--- src/rtl/core/ial_pkg.sv ---
// ial_pkg: shared types and constants for the indexed array list unit.
// Operation codes, fixed field widths and parameter defaults.
// No dependencies.
package ial_pkg;

    localparam int CAPACITY_DEF  = 8;
    localparam int WORD_BITS_DEF = 32;

    localparam int POS_BITS   = 3;
    localparam int VALUE_BITS = 32;
    localparam int LEN_BITS   = 4;
    localparam int OP_BITS    = 2;

    typedef enum logic [OP_BITS-1:0] {
        OP_INSERT = 2'd0,
        OP_DELETE = 2'd1,
        OP_SET    = 2'd2,
        OP_GET    = 2'd3
    } op_t;

endpackage

--- src/rtl/core/ial_mem.sv ---
// ial_mem: entry storage, one write port and one read port,
// read data registered. Depends on nothing.
module ial_mem #(
    parameter int DEPTH = 8,
    parameter int WIDTH = 32,
    localparam int AW   = (DEPTH > 1) ? $clog2(DEPTH) : 1
) (
    input  logic             aclk,
    input  logic             we,
    input  logic [AW-1:0]    waddr,
    input  logic [WIDTH-1:0] wdata,
    input  logic             re,
    input  logic [AW-1:0]    raddr,
    output logic [WIDTH-1:0] rdata
);

    logic [WIDTH-1:0] mem [DEPTH];
    logic [WIDTH-1:0] rdata_reg;

    always_ff @(posedge aclk) begin
        if (we) begin
            mem[waddr] <= wdata;
        end
    end

    always_ff @(posedge aclk) begin
        if (re) begin
            rdata_reg <= mem[raddr];
        end
    end

    assign rdata = rdata_reg;

endmodule

--- src/rtl/core/ial_ctrl.sv ---
// ial_ctrl: sequencer for the list operations and the result register.
// Drives the entry memory (ial_mem) one entry per cycle; uses ial_pkg.
module ial_ctrl #(
    parameter int CAPACITY  = ial_pkg::CAPACITY_DEF,
    parameter int WORD_BITS = ial_pkg::WORD_BITS_DEF,
    localparam int AW = (CAPACITY > 1) ? $clog2(CAPACITY) : 1
) (
    input  logic                                  aclk,
    input  logic                                  aresetn,
    // request side
    input  logic                                  req_valid,
    output logic                                  req_ready,
    input  ial_pkg::op_t                          req_op,
    input  logic [ial_pkg::POS_BITS-1:0]          req_position,
    input  logic signed [ial_pkg::VALUE_BITS-1:0] req_value,
    // result side
    output logic                                  res_valid,
    input  logic                                  res_ready,
    output logic                                  res_ok,
    output logic signed [ial_pkg::VALUE_BITS-1:0] res_read_value,
    output logic [ial_pkg::LEN_BITS-1:0]          res_list_length,
    // memory port
    output logic                                  mem_we,
    output logic [AW-1:0]                         mem_waddr,
    output logic [WORD_BITS-1:0]                  mem_wdata,
    output logic                                  mem_re,
    output logic [AW-1:0]                         mem_raddr,
    input  logic [WORD_BITS-1:0]                  mem_rdata
);
    import ial_pkg::*;

    localparam int CW    = $clog2(CAPACITY + 1);
    localparam int CMP_W = (CW > POS_BITS) ? CW : POS_BITS;

    typedef enum logic [2:0] {
        S_IDLE,
        S_SHIFT,
        S_FILL,
        S_GET,
        S_DONE
    } state_t;

    state_t                 state_reg, state_next;
    op_t                    op_reg, op_next;
    logic [AW-1:0]          pos_reg, pos_next;
    logic [WORD_BITS-1:0]   val_reg, val_next;
    logic [AW-1:0]          src_reg, src_next;
    logic [CW-1:0]          rem_reg, rem_next;
    logic [CW-1:0]          count_reg, count_next;
    logic                   ok_reg, ok_next;
    logic [VALUE_BITS-1:0]  rd_reg, rd_next;
    logic                   m_valid_reg, m_valid_next;
    logic                   m_ok_reg, m_ok_next;
    logic [VALUE_BITS-1:0]  m_rd_reg, m_rd_next;
    logic [LEN_BITS-1:0]    m_len_reg, m_len_next;

    logic [CMP_W-1:0]       pos_c, cnt_c, cap_c;
    logic [AW-1:0]          pos_a;
    logic [WORD_BITS-1:0]   val_w;
    logic                   hit, ins_ok;

    assign pos_c  = CMP_W'(req_position);
    assign cnt_c  = CMP_W'(count_reg);
    assign cap_c  = CMP_W'(CAPACITY);
    assign pos_a  = AW'(pos_c);
    assign val_w  = WORD_BITS'(req_value);
    assign hit    = pos_c < cnt_c;
    assign ins_ok = (pos_c < cap_c) && (pos_c <= cnt_c) && (cnt_c < cap_c);

    assign req_ready = (state_reg == S_IDLE);

    // Shifts move one entry per cycle: the read issued in one cycle is written
    // back to its neighbor in the next, while the following read goes out on
    // the far side, so a write never meets a read of the same entry.
    always_comb begin
        state_next   = state_reg;
        op_next      = op_reg;
        pos_next     = pos_reg;
        val_next     = val_reg;
        src_next     = src_reg;
        rem_next     = rem_reg;
        count_next   = count_reg;
        ok_next      = ok_reg;
        rd_next      = rd_reg;
        m_valid_next = m_valid_reg;
        m_ok_next    = m_ok_reg;
        m_rd_next    = m_rd_reg;
        m_len_next   = m_len_reg;
        mem_we       = 1'b0;
        mem_waddr    = pos_reg;
        mem_wdata    = val_reg;
        mem_re       = 1'b0;
        mem_raddr    = src_reg;

        if (res_ready) begin
            m_valid_next = 1'b0;
        end

        case (state_reg)
            S_IDLE: begin
                if (req_valid) begin
                    op_next    = req_op;
                    pos_next   = pos_a;
                    val_next   = val_w;
                    ok_next    = 1'b0;
                    rd_next    = '0;
                    state_next = S_DONE;
                    case (req_op)
                        OP_INSERT: begin
                            if (ins_ok) begin
                                ok_next    = 1'b1;
                                count_next = count_reg + CW'(1);
                                if (pos_c == cnt_c) begin
                                    mem_we    = 1'b1;
                                    mem_waddr = pos_a;
                                    mem_wdata = val_w;
                                end else begin
                                    mem_re     = 1'b1;
                                    mem_raddr  = AW'(count_reg - CW'(1));
                                    src_next   = AW'(count_reg - CW'(1));
                                    rem_next   = CW'(cnt_c - pos_c - CMP_W'(1));
                                    state_next = S_SHIFT;
                                end
                            end
                        end
                        OP_DELETE: begin
                            if (hit) begin
                                ok_next    = 1'b1;
                                count_next = count_reg - CW'(1);
                                if ((cnt_c - pos_c) != CMP_W'(1)) begin
                                    mem_re     = 1'b1;
                                    mem_raddr  = pos_a + AW'(1);
                                    src_next   = pos_a + AW'(1);
                                    rem_next   = CW'(cnt_c - pos_c - CMP_W'(2));
                                    state_next = S_SHIFT;
                                end
                            end
                        end
                        OP_SET: begin
                            if (hit) begin
                                ok_next   = 1'b1;
                                mem_we    = 1'b1;
                                mem_waddr = pos_a;
                                mem_wdata = val_w;
                            end
                        end
                        OP_GET: begin
                            if (hit) begin
                                ok_next    = 1'b1;
                                mem_re     = 1'b1;
                                mem_raddr  = pos_a;
                                state_next = S_GET;
                            end
                        end
                        default: ;
                    endcase
                end
            end
            S_SHIFT: begin
                mem_we    = 1'b1;
                mem_wdata = mem_rdata;
                mem_waddr = (op_reg == OP_INSERT) ? src_reg + AW'(1) : src_reg - AW'(1);
                if (rem_reg != '0) begin
                    mem_re    = 1'b1;
                    mem_raddr = (op_reg == OP_INSERT) ? src_reg - AW'(1)
                                                      : src_reg + AW'(1);
                    src_next  = mem_raddr;
                    rem_next  = rem_reg - CW'(1);
                end else begin
                    state_next = (op_reg == OP_INSERT) ? S_FILL : S_DONE;
                end
            end
            S_FILL: begin
                // drop the new word into the gap left by the shift
                mem_we     = 1'b1;
                mem_waddr  = pos_reg;
                mem_wdata  = val_reg;
                state_next = S_DONE;
            end
            S_GET: begin
                rd_next    = VALUE_BITS'($signed(mem_rdata));
                state_next = S_DONE;
            end
            S_DONE: begin
                // hold until the result register is free
                if (!m_valid_reg || res_ready) begin
                    m_valid_next = 1'b1;
                    m_ok_next    = ok_reg;
                    m_rd_next    = rd_reg;
                    m_len_next   = LEN_BITS'(count_reg);
                    state_next   = S_IDLE;
                end
            end
            default: state_next = S_IDLE;
        endcase
    end

    always_ff @(posedge aclk) begin
        if (!aresetn) begin
            state_reg   <= S_IDLE;
            count_reg   <= '0;
            m_valid_reg <= 1'b0;
        end else begin
            state_reg   <= state_next;
            count_reg   <= count_next;
            m_valid_reg <= m_valid_next;
        end
        op_reg    <= op_next;
        pos_reg   <= pos_next;
        val_reg   <= val_next;
        src_reg   <= src_next;
        rem_reg   <= rem_next;
        ok_reg    <= ok_next;
        rd_reg    <= rd_next;
        m_ok_reg  <= m_ok_next;
        m_rd_reg  <= m_rd_next;
        m_len_reg <= m_len_next;
    end

    assign res_valid       = m_valid_reg;
    assign res_ok          = m_ok_reg;
    assign res_read_value  = m_rd_reg;
    assign res_list_length = m_len_reg;

endmodule

--- src/rtl/core/indexed_array_list_unit.sv ---
// indexed_array_list_unit: top level of the fixed-capacity ordered list.
// Instantiates ial_ctrl and ial_mem; uses ial_pkg.
//
// Channel   Dir  Handshake         Payload
// s_ (req)  in   s_tvalid/tready   tuser: op; tdata: position, value
// m_ (res)  out  m_tvalid/tready   tuser: ok; tdata: read_value, list_length
//
// One request at a time. Set, get, a failed request and insert at the end move
// no entries; insert and delete at position p shift the entries from p to the
// end, one entry moved per cycle through the single memory write port. A new
// request is taken while the last result still waits. Reset empties the list;
// a stalled m_ side holds the next request in its final cycle.
module indexed_array_list_unit #(
    parameter int CAPACITY  = ial_pkg::CAPACITY_DEF,
    parameter int WORD_BITS = ial_pkg::WORD_BITS_DEF
) (
    input  logic        aclk,
    input  logic        aresetn,
    input  logic        s_tvalid,
    output logic        s_tready,
    input  logic [39:0] s_tdata,  // [2:0] position, [34:3] value, [39:35] zero
    input  logic [1:0]  s_tuser,  // [1:0] op
    output logic        m_tvalid,
    input  logic        m_tready,
    output logic [39:0] m_tdata,  // [31:0] read_value, [35:32] list_length, [39:36] zero
    output logic [0:0]  m_tuser   // [0] ok
);
    import ial_pkg::*;

    localparam int AW = (CAPACITY > 1) ? $clog2(CAPACITY) : 1;

    logic                         mem_we;
    logic [AW-1:0]                mem_waddr;
    logic [WORD_BITS-1:0]         mem_wdata;
    logic                         mem_re;
    logic [AW-1:0]                mem_raddr;
    logic [WORD_BITS-1:0]         mem_rdata;
    logic                         res_ok;
    logic signed [VALUE_BITS-1:0] res_read_value;
    logic [LEN_BITS-1:0]          res_list_length;

    ial_ctrl #(
        .CAPACITY  (CAPACITY),
        .WORD_BITS (WORD_BITS)
    ) u_ctrl (
        .aclk            (aclk),
        .aresetn         (aresetn),
        .req_valid       (s_tvalid),
        .req_ready       (s_tready),
        .req_op          (op_t'(s_tuser)),
        .req_position    (s_tdata[2:0]),
        .req_value       (s_tdata[34:3]),
        .res_valid       (m_tvalid),
        .res_ready       (m_tready),
        .res_ok          (res_ok),
        .res_read_value  (res_read_value),
        .res_list_length (res_list_length),
        .mem_we          (mem_we),
        .mem_waddr       (mem_waddr),
        .mem_wdata       (mem_wdata),
        .mem_re          (mem_re),
        .mem_raddr       (mem_raddr),
        .mem_rdata       (mem_rdata)
    );

    ial_mem #(
        .DEPTH (CAPACITY),
        .WIDTH (WORD_BITS)
    ) u_mem (
        .aclk  (aclk),
        .we    (mem_we),
        .waddr (mem_waddr),
        .wdata (mem_wdata),
        .re    (mem_re),
        .raddr (mem_raddr),
        .rdata (mem_rdata)
    );

    assign m_tdata = {4'b0, res_list_length, res_read_value};
    assign m_tuser = res_ok;

endmodule

--- config.mk ---
export PLATFORM = sky130hd
export DESIGN_NAME = indexed_array_list_unit
export DESIGN_NICKNAME = d
export VERILOG_FILES = /design/src/rtl/core/ial_pkg.sv /design/src/rtl/core/ial_mem.sv /design/src/rtl/core/ial_ctrl.sv /design/src/rtl/core/indexed_array_list_unit.sv
export SDC_FILE = /design/constraint.sdc
export NUM_CORES = 1
export LEC_CHECK = 0
export BUFFER_PORTS_ARGS = -buffer_cell sky130_fd_sc_hd__buf_2
export CAP_MARGIN = 15
export CORE_MARGIN = 2
export CORE_UTILIZATION = 50
export DETAILED_ROUTE_END_ITERATION = 10
export PLACE_DENSITY = 0.71
export SLEW_MARGIN = 20
export SYNTH_ARGS = -nofsm -noshare
export SYNTH_HDL_FRONTEND = slang
export SYNTH_SLANG_ARGS = --single-unit
--- constraint.sdc ---
create_clock -name aclk -period 13.8 [get_ports aclk]
set_clock_uncertainty 0.05 [all_clocks]
set_input_delay 2.76 -clock aclk [delete_from_list [all_inputs] [get_ports aclk]]
set_output_delay 2.76 -clock aclk [all_outputs]
set_load 0.005 [all_outputs]
==> impl_metrics.env, run 1 <==
export IMPL_status="finished, final reports clean"
export IMPL_ioPinCount=89
export IMPL_arrival_ps=7120
export IMPL_final_area_mm2=0.0192
export IMPL_hold_violations=0
export IMPL_clock_root_buffer="clkbuf_16"
export IMPL_grt_util_all_layers_pct=20.7
export IMPL_maxSlewViolCount=0
export IMPL_fillers=2579
export IMPL_crit_required_ps=14020
export IMPL_ant_nets=0
export IMPL_die_h_um=188
export IMPL_p_total_w=0.00285
export IMPL_start_kind="primary input"
export IMPL_synth_ff_type="edfxtp_1"
export IMPL_cts_hold_buffers=0
export IMPL_synth_area_mm2=0.0170
export IMPL_grt_first_pass_wirelength_mm=55.4
export IMPL_cts_tree="done"
export IMPL_clockBufferDepth=3
export IMPL_coreArea_mm2=0.0335
export IMPL_numCtsBuffers=41
export IMPL_dieArea_mm2=0.0355
export IMPL_vias=9368
export IMPL_syn_area_per_cell_um2=16.6
export IMPL_cts_setup_buffers=0
export IMPL_ys_seq_elements=410
export IMPL_hold_path_class="flop to flop"
export IMPL_max_flop_register="u_mem.mem"
export IMPL_fin_crit_sh_pct=50.0
export IMPL_post_drt_via_cell_ratio=5.89
export IMPL_largest_register_ffs=256
export IMPL_grt_ovfl_total=0
export IMPL_crit_path_max_fanout=34
export IMPL_die_x_um=188
export IMPL_setup_slack_ps=6900
export IMPL_start_util_pct=50.7
export IMPL_multi_input_area_mm2=0.00448
export IMPL_grt_pass1_vias=9326
export IMPL_ff_latch_area_mm2=0.0122
export IMPL_placed_cell_area_mm2=0.0179
export IMPL_antenna_cells=0
export IMPL_p_per_area_mw_per_mm2=149
export IMPL_area_growth_pct=12.9
export IMPL_yosysSeqAreaShare_pct=72.0
export IMPL_max_vdd_ir_drop_v=0.0000938
export IMPL_drt_iter0_markers=1056
export IMPL_port_buffers=79
export IMPL_synth_area_leader_cell="edfxtp_1"
export IMPL_drcViolationCount=0
export IMPL_end_kind="flop"
export IMPL_yosysWarningCount=0
export IMPL_yosysUniqueCellTypes=63
export IMPL_totalWireLength_mm=36.1
export IMPL_synth_edff_count=402
export IMPL_crit_type="primary input to flop"
export IMPL_rows=67
export IMPL_grt_start_max_net_pins=65
export IMPL_drive_above_1_share_pct=24.3
export IMPL_max_cap_viol_count=0
export IMPL_setup_viol=0
export IMPL_ys_async_sr_fraction_pct=0
export IMPL_fin_setup_tns_ps=0
export IMPL_clkSlewWorstSetupHoldPaths_ps=60
export IMPL_firstDrtPassIters=8
export IMPL_holdWs_ps=354
export IMPL_finalCriticalPeriod_ps=6900
export IMPL_rsz0062_at_grt="false"
export IMPL_cts_sinks=410
export IMPL_relSlewSlack_pct=27.0
export IMPL_p_leak_nw=6.40
export IMPL_place_worst_setup_slack_ps=6380
export IMPL_synthTopCellsByArea="edfxtp_1, mux4_2, o21ai_0, mux2_2, nand2_1"
export IMPL_gp_congestion=0.892
export IMPL_antenna_found_initial=0
export IMPL_synthCells=1026
export IMPL_dp_hpwl_mm=20.4
export IMPL_htree_levels=2
export IMPL_max_freq_mhz=145
export IMPL_tightestPinTransition_ps=1090
export IMPL_cts_resized=0
export IMPL_fin_nets=1174
export IMPL_yosys_area_top_type_share_pct=71.0
export IMPL_wl_per_cell_um=22.7
export IMPL_clkLatencyLatePin_ps=550
power breakdown:
group          switching (W)  total (W)  internal [W]
sequential         0.0000146    0.00146       0.00144
combinational       0.000184   0.000319      0.000135
clock               0.000457    0.00108      0.000618
metrics by stage:
stage               util [%]  std cells
CTS                     57.2       1590
floorplan                  -       1029
finish                  57.2       1590
detailed placement      53.3       1519
global placement        53.3       1519
global route            57.2       1590
synth_stat cells (5+ instances only):
cell,n
buf_2,7
a21oi_1,14
xnor2_1,15
buf_4,7
edfxtp_1,402
nand2_1,98
ha_1,13
a22oi_1,12
and2_1,48
mux4_2,64
o21ai_0,83
buf_6,7
o22ai_1,7
dfxtp_1,8
nor2_1,49
inv_1,18
a31oi_1,7
clkbuf_1,36
mux2i_1,5
nand3_1,8
nand2b_1,5
mux2_2,33
nor2b_1,9
nor3_1,8
cell type report:
cell class	instances	area share, %
multi-input cells	544	23.3
flip-flops and latches	410	63.8
clock buffers	49	5.62
repair buffers	99	2.84
well taps	448	2.92
inverters	18	0.352
clock inverters	22	1.15
layer usage:
layer,track usage [%],wire [um],up-vias
met5,0,0,-
met4,5.98,737,0
met3,3.43,2960,51
met2,33.4,17300,429
met1,29.3,15100,4738
li1,-,-,4150
logic make-up after synthesis:
logic type                 after synthesis  share of synthesized area, %
adders and majority gates               14                          1.08
DFF                                    410                          72.0
AOI/OAI and AO/OA                      159                          5.91
xor gates and xnor gates                18                         0.928
muxes                                  102                          11.0
and+or+nand+nor                        247                          6.94
buffers and inverters                   75                          2.17
other                                    1                        0.0221
worst max-delay path: stages:
cell	delay, ps
buf_2	160
ha_1	240
fa_1	470
nand2b_1	250
a21o_1	330
a221oi_2	380
a2111oi_2	120
a31oi_4	220
buf_4	590
buf_4	640
mux4_2	600
mux2_2	290
layout by cell type (no fill, tap or decap), drive strengths merged, types with 18 or more instances in the layout:
cell,count
clkinv,18
nand2,98
clkbuf,49
buf,99
inv,19
nor2,49
mux4,64
edfxtp,402
mux2,33
and2,48
o21ai,83
worst paths after layout:
check                                            endpoint               from  slack, ps  depth (start not counted)
worst max register to register            u_mem.rdata[20]    u_ctrl.cnt_c[0]       8670                         12
worst min-delay path            u_ctrl.res_read_value[30]  u_ctrl.rd_reg[30]        350                          0
worst min register to register  u_ctrl.res_read_value[30]  u_ctrl.rd_reg[30]        350                          0
worst max-delay path                      u_mem.rdata[20]         s_tdata[0]       6900                         12
No activity file was read; power rests on OpenSTA's default activity.
==> run 2: changes to the inputs <==
==> constraint.sdc (replaced) <==
create_clock -name aclk -period 6.74 [get_ports aclk]
set_clock_uncertainty 0.05 [all_clocks]
set_input_delay 1.348 -clock aclk [delete_from_list [all_inputs] [get_ports aclk]]
set_output_delay 1.348 -clock aclk [all_outputs]
set_load 0.005 [all_outputs]
==> impl_metrics.env, run 2 (same netlist as run 1, synthesis figures left out) <==
export IMPL_max_freq_mhz=208
export IMPL_grt_pass1_vias=9381
export IMPL_instances_no_fill=1593
export IMPL_p_leak_nw=6.40
export IMPL_seqPwrFrac_pct=51.4
export IMPL_path_buf_inv=3
export IMPL_fin_setup_tns_ps=0
export IMPL_clkPwrFrac_pct=37.1
export IMPL_clockBufferDepth=3
export IMPL_hold_path_class="flop to flop"
export IMPL_dp_hpwl_mm=20.6
export IMPL_power_internal_w=0.00446
export IMPL_start_kind="primary input"
export IMPL_htree_levels=2
export IMPL_status="finished, final reports clean"
export IMPL_max_flop_register="u_mem.mem"
export IMPL_relSlewSlack_pct=28.5
export IMPL_fin_crit_sh_pct=71.5
export IMPL_rows=67
export IMPL_start_util_pct=50.7
export IMPL_crit_required_ps=6860
export IMPL_layout_cells_most_common="edfxtp_1"
export IMPL_grt_util_met3_pct=3.82
export IMPL_arrival_ps=4940
export IMPL_multi_input_area_mm2=0.00448
export IMPL_die_x_um=188
export IMPL_drcViolationCount=0
export IMPL_port_buffers=79
export IMPL_grt_use_met1_pct=28.2
export IMPL_dieArea_mm2=0.0355
export IMPL_ant_nets=0
export IMPL_hold_violations=0
export IMPL_drt_iter0_markers=957
export IMPL_rsz0062_at_grt="false"
export IMPL_power_frac_comb_pct=11.4
export IMPL_clock_root_buffer="clkbuf_16"
export IMPL_coreArea_mm2=0.0335
export IMPL_clkLatencyLatePin_ps=550
export IMPL_totalWireLength_mm=35.9
export IMPL_critPathSlowestCell="buf_4"
export IMPL_grt_ovfl_total=0
export IMPL_crit_path_max_fanout=27
export IMPL_gp_congestion=0.864
export IMPL_clkSlewWorstSetupHoldPaths_ps=60
export IMPL_ff_latch_area_mm2=0.0122
export IMPL_largest_register_ffs=256
export IMPL_grt_start_max_net_pins=65
export IMPL_post_drt_via_cell_ratio=5.90
export IMPL_max_cap_viol_count=0
export IMPL_fin_nets=1176
export IMPL_setup_slack_ps=1920
export IMPL_crit_type="primary input to flop"
export IMPL_cpLargestDelayFamily="compound AO/OA/AOI/OAI gates"
export IMPL_ioPinCount=89
export IMPL_cts_hold_buffers=0
export IMPL_end_kind="flop"
export IMPL_met2_usage_pct=34.5
export IMPL_busiest_layer="met2"
export IMPL_setup_viol=0
export IMPL_cts_resized=0
export IMPL_grt_first_pass_wirelength_mm=55.4
export IMPL_dp_cells=1520
export IMPL_swShare_pct=23.0
export IMPL_die_h_um=188
export IMPL_final_cell_mix="edfxtp_1, nand2_1, o21ai_0, buf_2, mux4_2"
export IMPL_area_growth_pct=13.0
export IMPL_max_vdd_ir_drop_v=0.000329
export IMPL_vias=9397
export IMPL_numCtsBuffers=42
export IMPL_cts_sinks=410
export IMPL_slowest_delay_ps=520
export IMPL_place_worst_setup_slack_ps=1420
export IMPL_firstDrtPassIters=6
export IMPL_grt_util_all_layers_pct=20.7
export IMPL_antenna_found_initial=1
export IMPL_maxSlewViolCount=0
export IMPL_p_per_area_mw_per_mm2=302
export IMPL_fillers=2532
export IMPL_finalCriticalPeriod_ps=4820
export IMPL_cts_tree="done"
export IMPL_worstPathCellList="buf_2, inv_1, ha_1, and4b_1, a21oi_1, a211oi_1, o22ai_1, a21oi_1, nor2b_1, and2_1, buf_4"
export IMPL_cts_setup_buffers=0
export IMPL_tightestPinTransition_ps=1070
export IMPL_cp_common_cell="a21oi_1"
export IMPL_wl_per_cell_um=22.5
export IMPL_antenna_cells=0
export IMPL_drive_above_1_share_pct=23.8
export IMPL_switchingPower_w=0.00133
[run 2: area by class of cell]
cell class	count	area share, %
tap	448	2.92
clock buffer	55	5.73
clock inverter	18	0.912
multi-input combinational	544	23.3
timing repair buffer	100	3.07
sequential	410	63.7
inverter	18	0.352
[run 2: power by group through the flow]
stage	combinational [W]	clock (W)	sequential (W)
3_5_place_dp	0.000666	0	0.00303
5_1_grt	0.000725	0.00230	0.00299
4_1_cts	0.000669	0.00219	0.00298
2_1_floorplan	0.000484	0	0.00302
6_report	0.000662	0.00215	0.00298
3_3_place_gp	0.000648	0	0.00303
[run 2: metal layers]
metal	wire [um]	part of all wire, %	vias to the layer above
met1	14800	41	4776
met3	2690	7.5	66
met5	0	0	-
met2	17600	49	396
li1	-	-	4159
met4	816	2.3	0
[run 2: path summary, 6_finish.rpt]
| check | from | endpoint | slack (ps) | depth (start not counted) |
|---|---|---|---|---|
| worst max-delay path | s_tdata[2] | u_mem.mem[7][29] | 1920 | 11 |
| worst min-delay path | u_ctrl.rd_reg[21] | u_ctrl.res_read_value[21] | 370 | 0 |
| worst max register to register | u_ctrl.cnt_c[0] | u_mem.mem[4][29] | 2340 | 11 |
| worst min register to register | u_ctrl.rd_reg[21] | u_ctrl.res_read_value[21] | 370 | 0 |
[run 2: worst register-to-register path, stage by stage (launching register included)]
cell	delay, ps
dfxtp_1	530
inv_1	120
ha_1	220
fa_1	460
nand2b_1	250
a21oi_1	540
mux2i_1	260
o211ai_1	110
a31o_2	340
a211oi_1	270
and2_1	390
buf_4	490
[run 2: through the flow]
step	total power, W	utilization [%]	hold WS [ps]	instance area [um2]
6_report	0.00579	57.3	366	19200
5_1_grt	0.00601	57.3	370	19200
4_1_cts	0.00584	57.3	368	19200
3_5_place_dp	0.00370	53.5	355	17900
3_3_place_gp	0.00368	53.5	353	17900
2_1_floorplan	0.00351	-	350	17000
==> run 3: changes to the inputs <==
==> constraint.sdc (replaced) <==
create_clock -name aclk -period 4.9 [get_ports aclk]
set_clock_uncertainty 0.05 [all_clocks]
set_input_delay 0.98 -clock aclk [delete_from_list [all_inputs] [get_ports aclk]]
set_output_delay 0.98 -clock aclk [all_outputs]
set_load 0.005 [all_outputs]
==> impl_metrics.env, run 3 (same netlist as run 1, synthesis figures left out) <==
export IMPL_clockBufferDepth=3
export IMPL_rows=67
export IMPL_final_util_pct=58.2
export IMPL_max_cap_viol_count=0
export IMPL_grt_pass1_vias=9380
export IMPL_arrival_ps=4590
export IMPL_maxSlewViolCount=0
export IMPL_cts_resized=0
export IMPL_start_util_pct=50.7
export IMPL_largest_register_ffs=256
export IMPL_rr_worst_depth=10
export IMPL_port_buffers=79
export IMPL_post_drt_via_cell_ratio=5.86
export IMPL_antenna_found_initial=0
export IMPL_clock_root_buffer="clkbuf_16"
export IMPL_worstReg2RegEnd="u_mem.rdata[25]"
export IMPL_crit_path_max_fanout=10
export IMPL_vias=9462
export IMPL_multi_input_area_mm2=0.00449
export IMPL_dp_hpwl_mm=21.9
export IMPL_drt_iter0_markers=950
export IMPL_drcViolationCount=0
export IMPL_htree_levels=2
export IMPL_status="finished, final reports clean"
export IMPL_grt_util_all_layers_pct=20.7
export IMPL_wl_per_cell_um=22.6
export IMPL_cts_hold_buffers=0
export IMPL_crit_type="primary input to flop"
export IMPL_fin_crit_sh_pct=88.8
export IMPL_totalWireLength_mm=36.5
export IMPL_final_cell_mix="edfxtp_1, nand2_1, o21ai_0, buf_2, mux4_2"
export IMPL_ant_nets=0
export IMPL_p_leak_nw=6.55
export IMPL_rsz0062_at_grt="false"
export IMPL_finalCriticalPeriod_ps=4350
export IMPL_firstDrtPassIters=5
export IMPL_max_vdd_ir_drop_v=0.000239
export IMPL_grt_ovfl_total=0
export IMPL_startpoint="s_tdata[0]"
export IMPL_max_freq_mhz=230
export IMPL_fin_nets=1195
export IMPL_die_h_um=188
export IMPL_start_kind="primary input"
export IMPL_endpoint="u_mem.rdata[25]"
export IMPL_setup_viol=0
export IMPL_clkLatencyLatePin_ps=540
export IMPL_tightestPinTransition_ps=955
export IMPL_gp_congestion=0.898
export IMPL_drive_above_1_share_pct=24.9
export IMPL_crit_required_ps=5140
export IMPL_layout_cells_most_common="edfxtp_1"
export IMPL_grt_start_max_net_pins=39
export IMPL_fillers=2559
export IMPL_ioPinCount=89
export IMPL_end_kind="flop"
export IMPL_max_flop_register="u_mem.mem"
export IMPL_rrSetupSlack_ps=800
export IMPL_antenna_cells=0
export IMPL_dieArea_mm2=0.0355
export IMPL_clkSlewWorstSetupHoldPaths_ps=60
export IMPL_ff_latch_area_mm2=0.0122
export IMPL_reg2reg_from="u_ctrl.cnt_c[1]"
export IMPL_numCtsBuffers=41
export IMPL_grt_first_pass_wirelength_mm=55.4
export IMPL_relSlewSlack_pct=36.3
export IMPL_hold_path_class="flop to flop"
export IMPL_cts_setup_buffers=0
export IMPL_cts_sinks=410
export IMPL_area_growth_pct=14.8
export IMPL_hold_violations=0
export IMPL_cts_tree="done"
export IMPL_fin_setup_tns_ps=0
export IMPL_coreArea_mm2=0.0335
export IMPL_die_x_um=188
export IMPL_p_per_area_mw_per_mm2=415
## run 3: cell count changes in the layout (fill, tap and decap cells not counted), moves of 2 or more
| cell | before | now |
|---|---|---|
| buf_12 | 3 | 11 |
| buf_4 | 18 | 30 |
| clkbuf_1 | 13 | 11 |
| clkbuf_8 | 0 | 2 |
| clkinv_1 | 6 | 12 |
| clkinv_2 | 6 | 3 |
## run 3: final cells by class
cell class              instances  area share (%)
clock buffers                  55            5.74
clock inverters                20           0.982
inverters                      18           0.346
multi-input cells             544            23.0
flip-flops and latches        410            62.7
well taps                     448            2.87
repair buffers                120            4.31
## run 3: worst min-delay path by stage
stage                                  from                        end  depth (start not counted)
after floorplan               u_ctrl.ok_reg              u_ctrl.res_ok                          0
after global placement    u_ctrl.rd_reg[16]  u_ctrl.res_read_value[16]                          0
after detailed placement   u_ctrl.rd_reg[8]   u_ctrl.res_read_value[8]                          0
after CTS                 u_ctrl.rd_reg[19]  u_ctrl.res_read_value[19]                          0
after global routing      u_ctrl.rd_reg[29]  u_ctrl.res_read_value[29]                          0
final                     u_ctrl.rd_reg[19]  u_ctrl.res_read_value[19]                          0
## run 3: critical path, cell delays in order
cell and delay (ps):
buf_2 170, ha_1 250, fa_1 470, or3b_1 380
o311ai_1 310, o21ai_0 240, mux2i_1 220, a31oi_4 420
buf_4 340, mux4_2 530, mux2_2 280
## run 3: stage by stage
stage | hold WS, ps | instances | worst slack [ps] | power (W) | area (um2)
after CTS | 366 | 1615 | 611 | 0.00817 | 19500
after detailed placement | 355 | 1540 | 56.0 | 0.00514 | 18200
after global placement | 351 | 1540 | 120 | 0.00511 | 18200
final | 362 | 1615 | 547 | 0.00810 | 19500
after floorplan | 350 | 1029 | 145 | 0.00483 | 17000
after global routing | 364 | 1615 | 499 | 0.00838 | 19500
## run 3: per-layer routing
metal | GRT usage, % | up-vias | wire [um]
met5 | 0 | - | 0
met2 | 34.3 | 353 | 17900
met1 | 28.8 | 4839 | 15600
met4 | 5.89 | 0 | 839
met3 | 3.20 | 68 | 2190
li1 | - | 4202 | -
## run 3: report_power, final
| group | switching, W | internal [W] | total [W] |
|---|---|---|---|
| Combinational | 0.000540 | 0.000424 | 0.000965 |
| Clock | 0.00126 | 0.00177 | 0.00303 |
| Sequential | 0.0000380 | 0.00406 | 0.00410 |
